`src/sv/pts_pkg.sv`:
```
// Shared constants for the pass temperature statistics block.
package pts_pkg;

  localparam int TEMP_W = 12;
  localparam int ERR_W  = 13;
  localparam int CFG_IDX_W = 1;

  localparam int MAX_SAMPLES_DEF = 1024;
  localparam int MAX_PASSES_DEF  = 16;

  localparam logic [CFG_IDX_W-1:0] CFG_SETPOINT       = 1'd0;
  localparam logic [CFG_IDX_W-1:0] CFG_DROP_THRESHOLD = 1'd1;

  localparam logic [TEMP_W-1:0] SETPOINT_RST       = 12'd2100;
  localparam logic [TEMP_W-1:0] DROP_THRESHOLD_RST = 12'd50;

endpackage

```
`src/sv/pass_temperature_stats.sv`:
```
// Top level: pass accumulation with a bit-serial divider for the pass average.
//
// Input channel (in_valid / in_stall) carries one temperature sample and the
// plates_closed flag per transaction. Closed samples accumulate sum, count and
// peak, up to MAX_SAMPLES, and never produce a result. The first open sample
// after a pass ends the pass and yields one result on the output channel
// (out_valid / out_stall); open samples outside a pass are dropped.
// Ending a pass runs a restoring divider that retires one quotient bit per
// cycle over the full sum width, 12 + clog2(MAX_SAMPLES+1) bits, and then
// finishes the result in S_DONE, so the end-of-pass sample holds the input
// channel until the result is loaded; closed samples do not stall it.
// The result sits in an output register: while the receiver stalls, further
// closed samples are still taken, and only a new pass end waits for the slot.
// Configuration writes (cfg_write, cfg_index, cfg_data) are registered.
// Reset (rst, synchronous) restores register defaults, clears the pass state,
// the valid-pass count and the held error, and empties the output register.
module pass_temperature_stats #(
  parameter int MAX_SAMPLES = pts_pkg::MAX_SAMPLES_DEF,
  parameter int MAX_PASSES  = pts_pkg::MAX_PASSES_DEF,
  parameter int PASS_W      = $clog2(MAX_PASSES + 1)
) (
  input  logic                        clk,
  input  logic                        rst,
  input  logic                        cfg_write,
  input  logic [pts_pkg::CFG_IDX_W-1:0] cfg_index,
  input  logic [pts_pkg::TEMP_W-1:0]  cfg_data,
  input  logic                        in_valid,
  output logic                        in_stall,
  input  logic [pts_pkg::TEMP_W-1:0]  temperature,
  input  logic                        plates_closed,
  output logic                        out_valid,
  input  logic                        out_stall,
  output logic                        pass_valid,
  output logic [pts_pkg::TEMP_W-1:0]  average_temp,
  output logic [pts_pkg::TEMP_W-1:0]  pass_peak,
  output logic signed [pts_pkg::ERR_W-1:0] temp_error,
  output logic [PASS_W-1:0]           valid_passes
);
  import pts_pkg::*;

  localparam int CNT_W  = $clog2(MAX_SAMPLES + 1);
  localparam int SUM_W  = TEMP_W + CNT_W;
  localparam int STEP_W = $clog2(SUM_W);

  typedef enum logic [1:0] {S_IDLE, S_DIV, S_DONE} state_t;

  state_t state;

  logic [TEMP_W-1:0] setpoint;
  logic [TEMP_W-1:0] drop_threshold;

  logic              in_pass;
  logic [SUM_W-1:0]  sample_sum;
  logic [CNT_W-1:0]  sample_count;
  logic [TEMP_W-1:0] peak_temp;
  logic [PASS_W-1:0] valid_pass_count;
  logic signed [ERR_W-1:0] held_error;

  logic [SUM_W-1:0]  div_sum;
  logic [CNT_W-1:0]  div_rem;
  logic [TEMP_W-1:0] quot;
  logic [STEP_W-1:0] step;

  logic              in_take;
  logic              out_free;
  logic [CNT_W:0]    rem_shift;
  logic              rem_ge;
  logic [CNT_W:0]    rem_diff;
  logic [TEMP_W-1:0] avg;
  logic [ERR_W-1:0]  drop;
  logic              valid_now;
  logic signed [ERR_W-1:0] err_now;

  assign in_stall = (state != S_IDLE);
  assign in_take  = in_valid && !in_stall;
  assign out_free = !out_valid || !out_stall;

  // one restoring-division step: shift in the next sum bit, try subtracting
  assign rem_shift = {div_rem, div_sum[SUM_W-1]};
  assign rem_ge    = (rem_shift >= {1'b0, sample_count});
  assign rem_diff  = rem_shift - {1'b0, sample_count};

  assign avg       = (sample_count == '0) ? '0 : quot;
  assign drop      = {1'b0, peak_temp} - {1'b0, avg};
  assign valid_now = !drop[ERR_W-1] && (drop[TEMP_W-1:0] >= drop_threshold);
  assign err_now   = $signed({1'b0, setpoint}) - $signed({1'b0, avg});

  always_ff @(posedge clk) begin
    if (rst) begin
      state            <= S_IDLE;
      setpoint         <= SETPOINT_RST;
      drop_threshold   <= DROP_THRESHOLD_RST;
      in_pass          <= 1'b0;
      sample_sum       <= '0;
      sample_count     <= '0;
      peak_temp        <= '0;
      valid_pass_count <= '0;
      held_error       <= '0;
      out_valid        <= 1'b0;
    end else begin
      if (cfg_write) begin
        unique case (cfg_index)
          CFG_SETPOINT:       setpoint       <= cfg_data;
          CFG_DROP_THRESHOLD: drop_threshold <= cfg_data;
          default: ;
        endcase
      end

      // drop the taken result unless a new one is loaded this cycle
      if (out_valid && !out_stall && state != S_DONE) begin
        out_valid <= 1'b0;
      end

      unique case (state)
        S_IDLE: begin
          if (in_take) begin
            if (plates_closed) begin
              if (!in_pass) begin
                in_pass      <= 1'b1;
                sample_sum   <= SUM_W'(temperature);
                sample_count <= CNT_W'(1);
                peak_temp    <= temperature;
              end else if (sample_count < CNT_W'(MAX_SAMPLES)) begin
                sample_sum   <= sample_sum + SUM_W'(temperature);
                sample_count <= sample_count + CNT_W'(1);
                if (temperature > peak_temp) begin
                  peak_temp <= temperature;
                end
              end
            end else if (in_pass) begin
              // end of pass: start the divider on the frozen sum
              in_pass <= 1'b0;
              div_sum <= sample_sum;
              div_rem <= '0;
              quot    <= '0;
              step    <= STEP_W'(SUM_W - 1);
              state   <= S_DIV;
            end
          end
        end
        S_DIV: begin
          div_sum <= {div_sum[SUM_W-2:0], 1'b0};
          div_rem <= rem_ge ? rem_diff[CNT_W-1:0] : rem_shift[CNT_W-1:0];
          quot    <= {quot[TEMP_W-2:0], rem_ge};
          step    <= step - STEP_W'(1);
          if (step == '0) begin
            state <= S_DONE;
          end
        end
        S_DONE: begin
          if (out_free) begin
            out_valid    <= 1'b1;
            pass_valid   <= valid_now;
            average_temp <= avg;
            pass_peak    <= peak_temp;
            if (valid_now) begin
              held_error <= err_now;
              temp_error <= err_now;
              if (valid_pass_count != PASS_W'(MAX_PASSES)) begin
                valid_pass_count <= valid_pass_count + PASS_W'(1);
                valid_passes     <= valid_pass_count + PASS_W'(1);
              end else begin
                valid_passes <= valid_pass_count;
              end
            end else begin
              temp_error   <= held_error;
              valid_passes <= valid_pass_count;
            end
            state <= S_IDLE;
          end
        end
        default: state <= S_IDLE;
      endcase
    end
  end

endmodule

```
`config.mk`:
```
export PLATFORM = sky130hd
export DESIGN_NAME = pass_temperature_stats
export DESIGN_NICKNAME = d
export VERILOG_FILES = /design/src/sv/pts_pkg.sv /design/src/sv/pass_temperature_stats.sv
export SDC_FILE = /design/constraint.sdc
export NUM_CORES = 1
export LEC_CHECK = 0
export BUFFER_PORTS_ARGS = -buffer_cell sky130_fd_sc_hd__buf_2
export CORE_MARGIN = 3
export CORE_UTILIZATION = 48
export DETAILED_ROUTE_END_ITERATION = 10
export GPL_ROUTABILITY_DRIVEN = 0
export HOLD_SLACK_MARGIN = 0.12
export PLACE_DENSITY = 0.67
export SLEW_MARGIN = 20
export SYNTH_ARGS = -nofsm -noshare
export SYNTH_HDL_FRONTEND = slang
export SYNTH_SLANG_ARGS = --single-unit
```
`constraint.sdc`:
```
create_clock -name clk -period 7 [get_ports clk]
set_input_delay 1.4 -clock clk [delete_from_list [all_inputs] [get_ports clk]]
set_output_delay 1.4 -clock clk [all_outputs]
set_load 0.05 [all_outputs]
```
==> reports/metrics.cfg, run 1 <==
[routing]
viasPerCell=5.64
vias=8248
postRouteAntennaNets=0
drtIter0Drc=527
drc_errors=0
firstDrtPassIters=5
routedWlPerCell_microns=16.8
wl_microns=24500

[logic_synthesis]
synth_top_area_share_pct=26.9
synthArstFlopShare_pct=0
synthCells=1111
syn_area_sq_mm=0.0105
synthTopCellsByArea=edfxtp_1, dfxtp_1, ha_1, nand2_1, a21oi_1
synth-seq-cells=186
postSynthAreaPerCell_sq_um=9.45
ys_seq_area_share_pct=44.4
yosysWarnings=0
syn-num-nets=1222
synth_cell_type_count=76
synth_edf_count=94
synthFlopType=edfxtp_1
yosysTopAreaCell=edfxtp_1

[pwr]
power.leakage_nw=4.57
ir_drop_v=0.000161
pwr_density_cell_mw_per_mm2=222
power_w=0.00259

[clock_network]
cts_resized=0
htreeDepth=4
root_buffer=clkbuf_16
cts_tree=yes
insertion_delay_ns=0.43
clk_path_buf_depth=2
hold_buffers=0
cts.sinks=186
clkTransAtPathRegs_ns=0.07
cts_setup_buffers=0
cts_made_buffers=17

[worst_setup_path]
arrival_ns=5.27
worstSetupStartpointType=flop
critPathMaxFanout=18
critPathCaptureType=flop
crit_chain=nor4_1, nand4_1, and2_1, ha_1, fa_1, and2b_1, o31a_2, o22ai_4, o21bai_1, xor2_1, ha_1, nand2_1, o21a_1, a21oi_1, and2_1, a21oi_1, a311oi_2
crit_required_ns=7.34
crit_type=flop to flop
cpPeakStageDelay_ns=0.64
crit_path_top_delay_cell=and2_1

[run_status]
status=finished clean

[floorplan]
rows=53
initial_core_util_pct=49.3
io_pins=76
core_area_sq_mm=0.0213
chipWidth_microns=154
die_area_sq_mm=0.0237
fp.dieH_microns=154

[layout]
nets=1285
n_antenna_cell=0
syn2layout_area_growth_pct=11.1
drive_gt1_share_pct=13.1

[global_routing]
grt.total_usage_pct=20.9
grt_max_degree=53
antenna_found_initial=0
grt_overflow=0
grt_first_pass_wirelength_microns=40500
grt_pass1_vias=8085

[placed_design]
port_buffers=75
hpwl_microns=17500
pre_cts_slack_ns=2.11

[timing]
hold_violations=0
worstMarginPinSlew_ns=0.963
relSlewSlack_pct=35.8
whs_ns=0.464
period_minus_slack_ns=4.93
fin_crit_sh_pct=70.4
tns_ns=0
setup_viol=0
clock.fmax_mhz=203
timing.final.ws_setup_ns=2.07
slew_viol_final=0
rsz0062_at_grt=no
fin_skew_ns=0.0149

[hold_path]
holdCritPathClass=flop to flop

[job]
maxCapViolations=0

## logic make-up after synthesis
group                      after synthesis  share of synthesized area, %
muxes                                   41                          4.03
DFF                                    186                          44.4
buffers and inverters                  111                          4.36
xor gates and xnor gates                43                          3.59
AOI/OAI and AO/OA                      230                          14.3
adders and majority gates               80                          9.82
and+or+nand+nor                        420                          19.5
## routing by layer
metal  share of wire (%)  routed length, microns  GRT usage (%)  vias to the layer above
met5                   0                       0              0                        -
met4                 1.6                     400           5.76                        0
met3                 5.1                    1250           3.41                       33
met2                  47                   11500           35.0                      215
met1                  46                   11300           28.3                     3927
li1                    -                       -              -                     4073
## cell type report
class	count	area, sq um
Timing Repair Buffer	86	458
Tap cell	275	344
Fill cell	1996	9620
Clock inverter	15	126
Sequential cell	186	4660
Clock buffer	17	425
Inverter	69	259
Multi-Input combinational cell	814	5390
## per-stage QoR
stage	util, %	area (sq um)	instances
6_report	54.8	11700	1462
2_1_floorplan	-	10500	1111
5_1_grt	54.8	11700	1462
3_3_place_gp	52.2	11100	1430
4_1_cts	54.8	11700	1462
3_5_place_dp	52.2	11100	1430
## critical path, delay by kind of cell (launching register included)
family / cells / cell delay (ns)
compound gates: 7 / 1.33
xor+xnor: 1 / 0.10
fa+ha+maj: 3 / 0.92
flops: 1 / 0.34
simple gates: 6 / 2.16
## worst paths after layout
check        depth (start not counted)           endpoint               from  slack (ns)
max                                 17      held_error[1]    sample_count[5]        2.07
min                                  2  drop_threshold[6]  drop_threshold[6]        0.46
max reg2reg                         17      held_error[1]    sample_count[5]        2.07
min reg2reg                          2  drop_threshold[6]  drop_threshold[6]        0.46
## power by group
group          total [W]  leakage [nW]  switching (W)  internal (W)
logic           0.000472          2.69       0.000282      0.000191
clock network   0.000929         0.275       0.000460      0.000469
registers        0.00119          1.60      0.0000171       0.00117
total            0.00259          4.57       0.000759       0.00183
## flip-flops by register name (all words and copies together), names as in the netlist
name	flops
average_temp	12
div_rem	11
div_sum	23
drop_threshold	12
held_error	13
in_pass	1
out_valid	1
pass_peak	12
pass_valid	1
peak_temp	12
quot	12
sample_count	11
sample_sum	23
setpoint	12
state	2
step	5
temp_error	13
valid_pass_count	5
valid_passes	5
## cell usage after synthesis (14+ instances only)
cell type  instances
o21a_1            16
mux2i_1           31
clkbuf_1          24
a21oi_1           79
a21o_1            16
edfxtp_1          94
nand3b_1          14
o21ai_0           41
ha_1              76
dfxtp_1           92
xnor2_1           36
nand3_1           28
and2_1            20
a211oi_1          14
nor3_1            14
nor2_1            70
nand2b_1          32
nand4_1           26
inv_1             69
nand2_1          169
## cell usage in the layout (no fill, tap or decap), drive strengths merged, types with 14 or more instances in the layout
cell type / instances
dfxtp: 92
a21o: 16
clkbuf: 17
nand2: 169
mux2i: 31
a211oi: 14
nor3: 15
nand2b: 32
and2: 20
o21a: 17
nand4: 26
o21ai: 45
buf: 86
edfxtp: 94
xnor2: 36
nand3b: 14
a21oi: 80
inv: 79
ha: 76
nand3: 28
nor2: 70
No activity file was read; power rests on OpenSTA's default activity.
==> inputs of run 2 (changes only) <==
- clock period: 7 -> 4.54 ns (I/O delays scaled with it)
==> reports/metrics.cfg, run 2 (synthesis results as in run 1) <==
[floorplan]
fp.dieH_microns=154
io_pins=76
initial_core_util_pct=49.3
rows=53
core_area_sq_mm=0.0213
die_area_sq_mm=0.0237
chipWidth_microns=154

[routing]
postRouteAntennaNets=0
drc_errors=0
routedWlPerCell_microns=16.3
viasPerCell=5.53
firstDrtPassIters=5
drtIter0Drc=367
vias=8154
wl_microns=24100

[layout]
fillers=1878
finalNonFillerCells=1475
multi_input_area_sq_mm=0.00543
drive_gt1_share_pct=14.4
nets=1298
final_common_cell=nand2_1
mostFrequentLayoutCells=nand2_1, edfxtp_1, dfxtp_1
largestRegisters=div_sum: 23 flops, sample_sum: 23 flops
n_antenna_cell=0
syn2layout_area_growth_pct=12.9
regArea_sq_mm=0.00466

[timing]
clock.fmax_mhz=237
relSlewSlack_pct=49.0
fin_crit_sh_pct=93.1
period_minus_slack_ns=4.23
hold_violations=0
worstMarginPinSlew_ns=0.764
fin_skew_ns=0.0137
setup_viol=0
tns_ns=0
slew_viol_final=0

[worst_setup_path]
critPathMaxFanout=12
crit_path_top_delay_cell=or3_1
r2r_cells=20
crit_buf_inv=4
worstSetupStartpointType=flop
reg2reg_from=sample_count[0]
crit_family=compound AO/OA/AOI/OAI gates
r2r_slack_ns=0.31
arrival_ns=4.41
critPathCaptureType=flop
crit_type=flop to flop
reg2reg_to=temp_error[7]
crit_required_ns=4.72
cpPeakStageDelay_ns=0.40
cp.depth=20
crit_chain=inv_1, ha_1, nand4_1, buf_4, nand2_1, ha_1, o21a_1, o31a_1, nor4_2, or3_1, a31oi_1, xor2_1, ha_1, a21oi_1, o21a_1, o21ai_0, buf_4, nand2_1, buf_4, mux2_2

[hold_path]
holdCritPathClass=flop to flop
hold_end=drop_threshold[7]
holdPathStages=2
min_from=drop_threshold[7]

[pwr]
pwr_density_cell_mw_per_mm2=344
ir_drop_v=0.000244
power.leakage_nw=4.68

[global_routing]
grt_first_pass_wirelength_microns=39600
grt_max_degree=64
grt_overflow=0
grt.total_usage_pct=20.5
antenna_found_initial=0
grt_pass1_vias=7903

[clock_network]
hold_buffers=0
cts.sinks=186
cts_made_buffers=17
clkTransAtPathRegs_ns=0.08
insertion_delay_ns=0.44
htreeDepth=4
clk_path_buf_depth=2
root_buffer=clkbuf_16
cts_tree=yes

[job]
maxCapViolations=0

[placed_design]
port_buffers=75
hpwl_microns=17700
dp_cells=1443

[run_status]
status=finished clean

## run 2: worst max path at each step
| stage | startpoint | endpoint | slack (ns) |
|---|---|---|---|
| 6_report | sample_count[0] | temp_error[7] | 0.31 |
| 5_1_grt | sample_count[6] | temp_error[11] | -0.02 |
| 4_1_cts | sample_count[6] | temp_error[7] | 0.17 |
| 3_5_place_dp | sample_count[6] | temp_error[7] | 0.19 |
| 3_3_place_gp | sample_count[6] | temp_error[9] | 0.35 |
| 2_1_floorplan | sample_count[1] | temp_error[12] | 0.47 |
## run 2: power breakdown
part	switching, W	internal (W)	leakage (nW)
Sequential	0.0000262	0.00180	1.62
Combinational	0.000435	0.000304	2.77
Clock	0.000714	0.000797	0.294
## run 2: timing repair
action	in CTS	in global routing
setup endpoints to repair	0	26
buffers inserted	0	0
gates resized for setup	0	6
## run 2: layout make-up
cell class | instances | area share [%]
multi-input combinational | 814 | 45.8
inverter | 69 | 2.19
timing repair buffer | 99 | 4.69
clock buffer | 18 | 3.71
clock inverter | 14 | 1.33
tap | 275 | 2.90
sequential | 186 | 39.4
## run 2: stage by stage
step           worst slack, ns  power, W  hold WS [ns]  cell area (sq um)  utilization (%)
4_1_cts                  0.172   0.00410         0.463              11800             55.5
3_5_place_dp             0.186   0.00259         0.452              11200             52.7
5_1_grt                -0.0158   0.00427         0.479              11900             55.7
6_report                 0.313   0.00408         0.463              11900             55.7
2_1_floorplan            0.473   0.00242         0.436              10500                -
3_3_place_gp             0.348   0.00258         0.444              11200             52.7
## run 2: routing by layer
| metal | GRT usage, % | share of wire (%) | wire length [microns] |
|---|---|---|---|
| met2 | 33.7 | 47 | 11300 |
| met3 | 3.52 | 4.3 | 1040 |
| met1 | 28.0 | 46 | 11200 |
| met4 | 6.10 | 2.2 | 533 |
| met5 | 0 | 0 | 0 |
## run 2: worst register-to-register path, cell delays in order (launching register included)
cell     delay, ns
dfxtp_1       0.33
inv_1         0.06
ha_1          0.21
nand4_1       0.12
buf_4         0.19
nand2_1       0.10
ha_1          0.34
o21a_1        0.14
o31a_1        0.20
nor4_2        0.06
or3_1         0.40
a31oi_1       0.17
xor2_1        0.16
ha_1          0.27
a21oi_1       0.17
o21a_1        0.16
o21ai_0       0.08
buf_4         0.18
nand2_1       0.08
buf_4         0.20
mux2_2        0.36
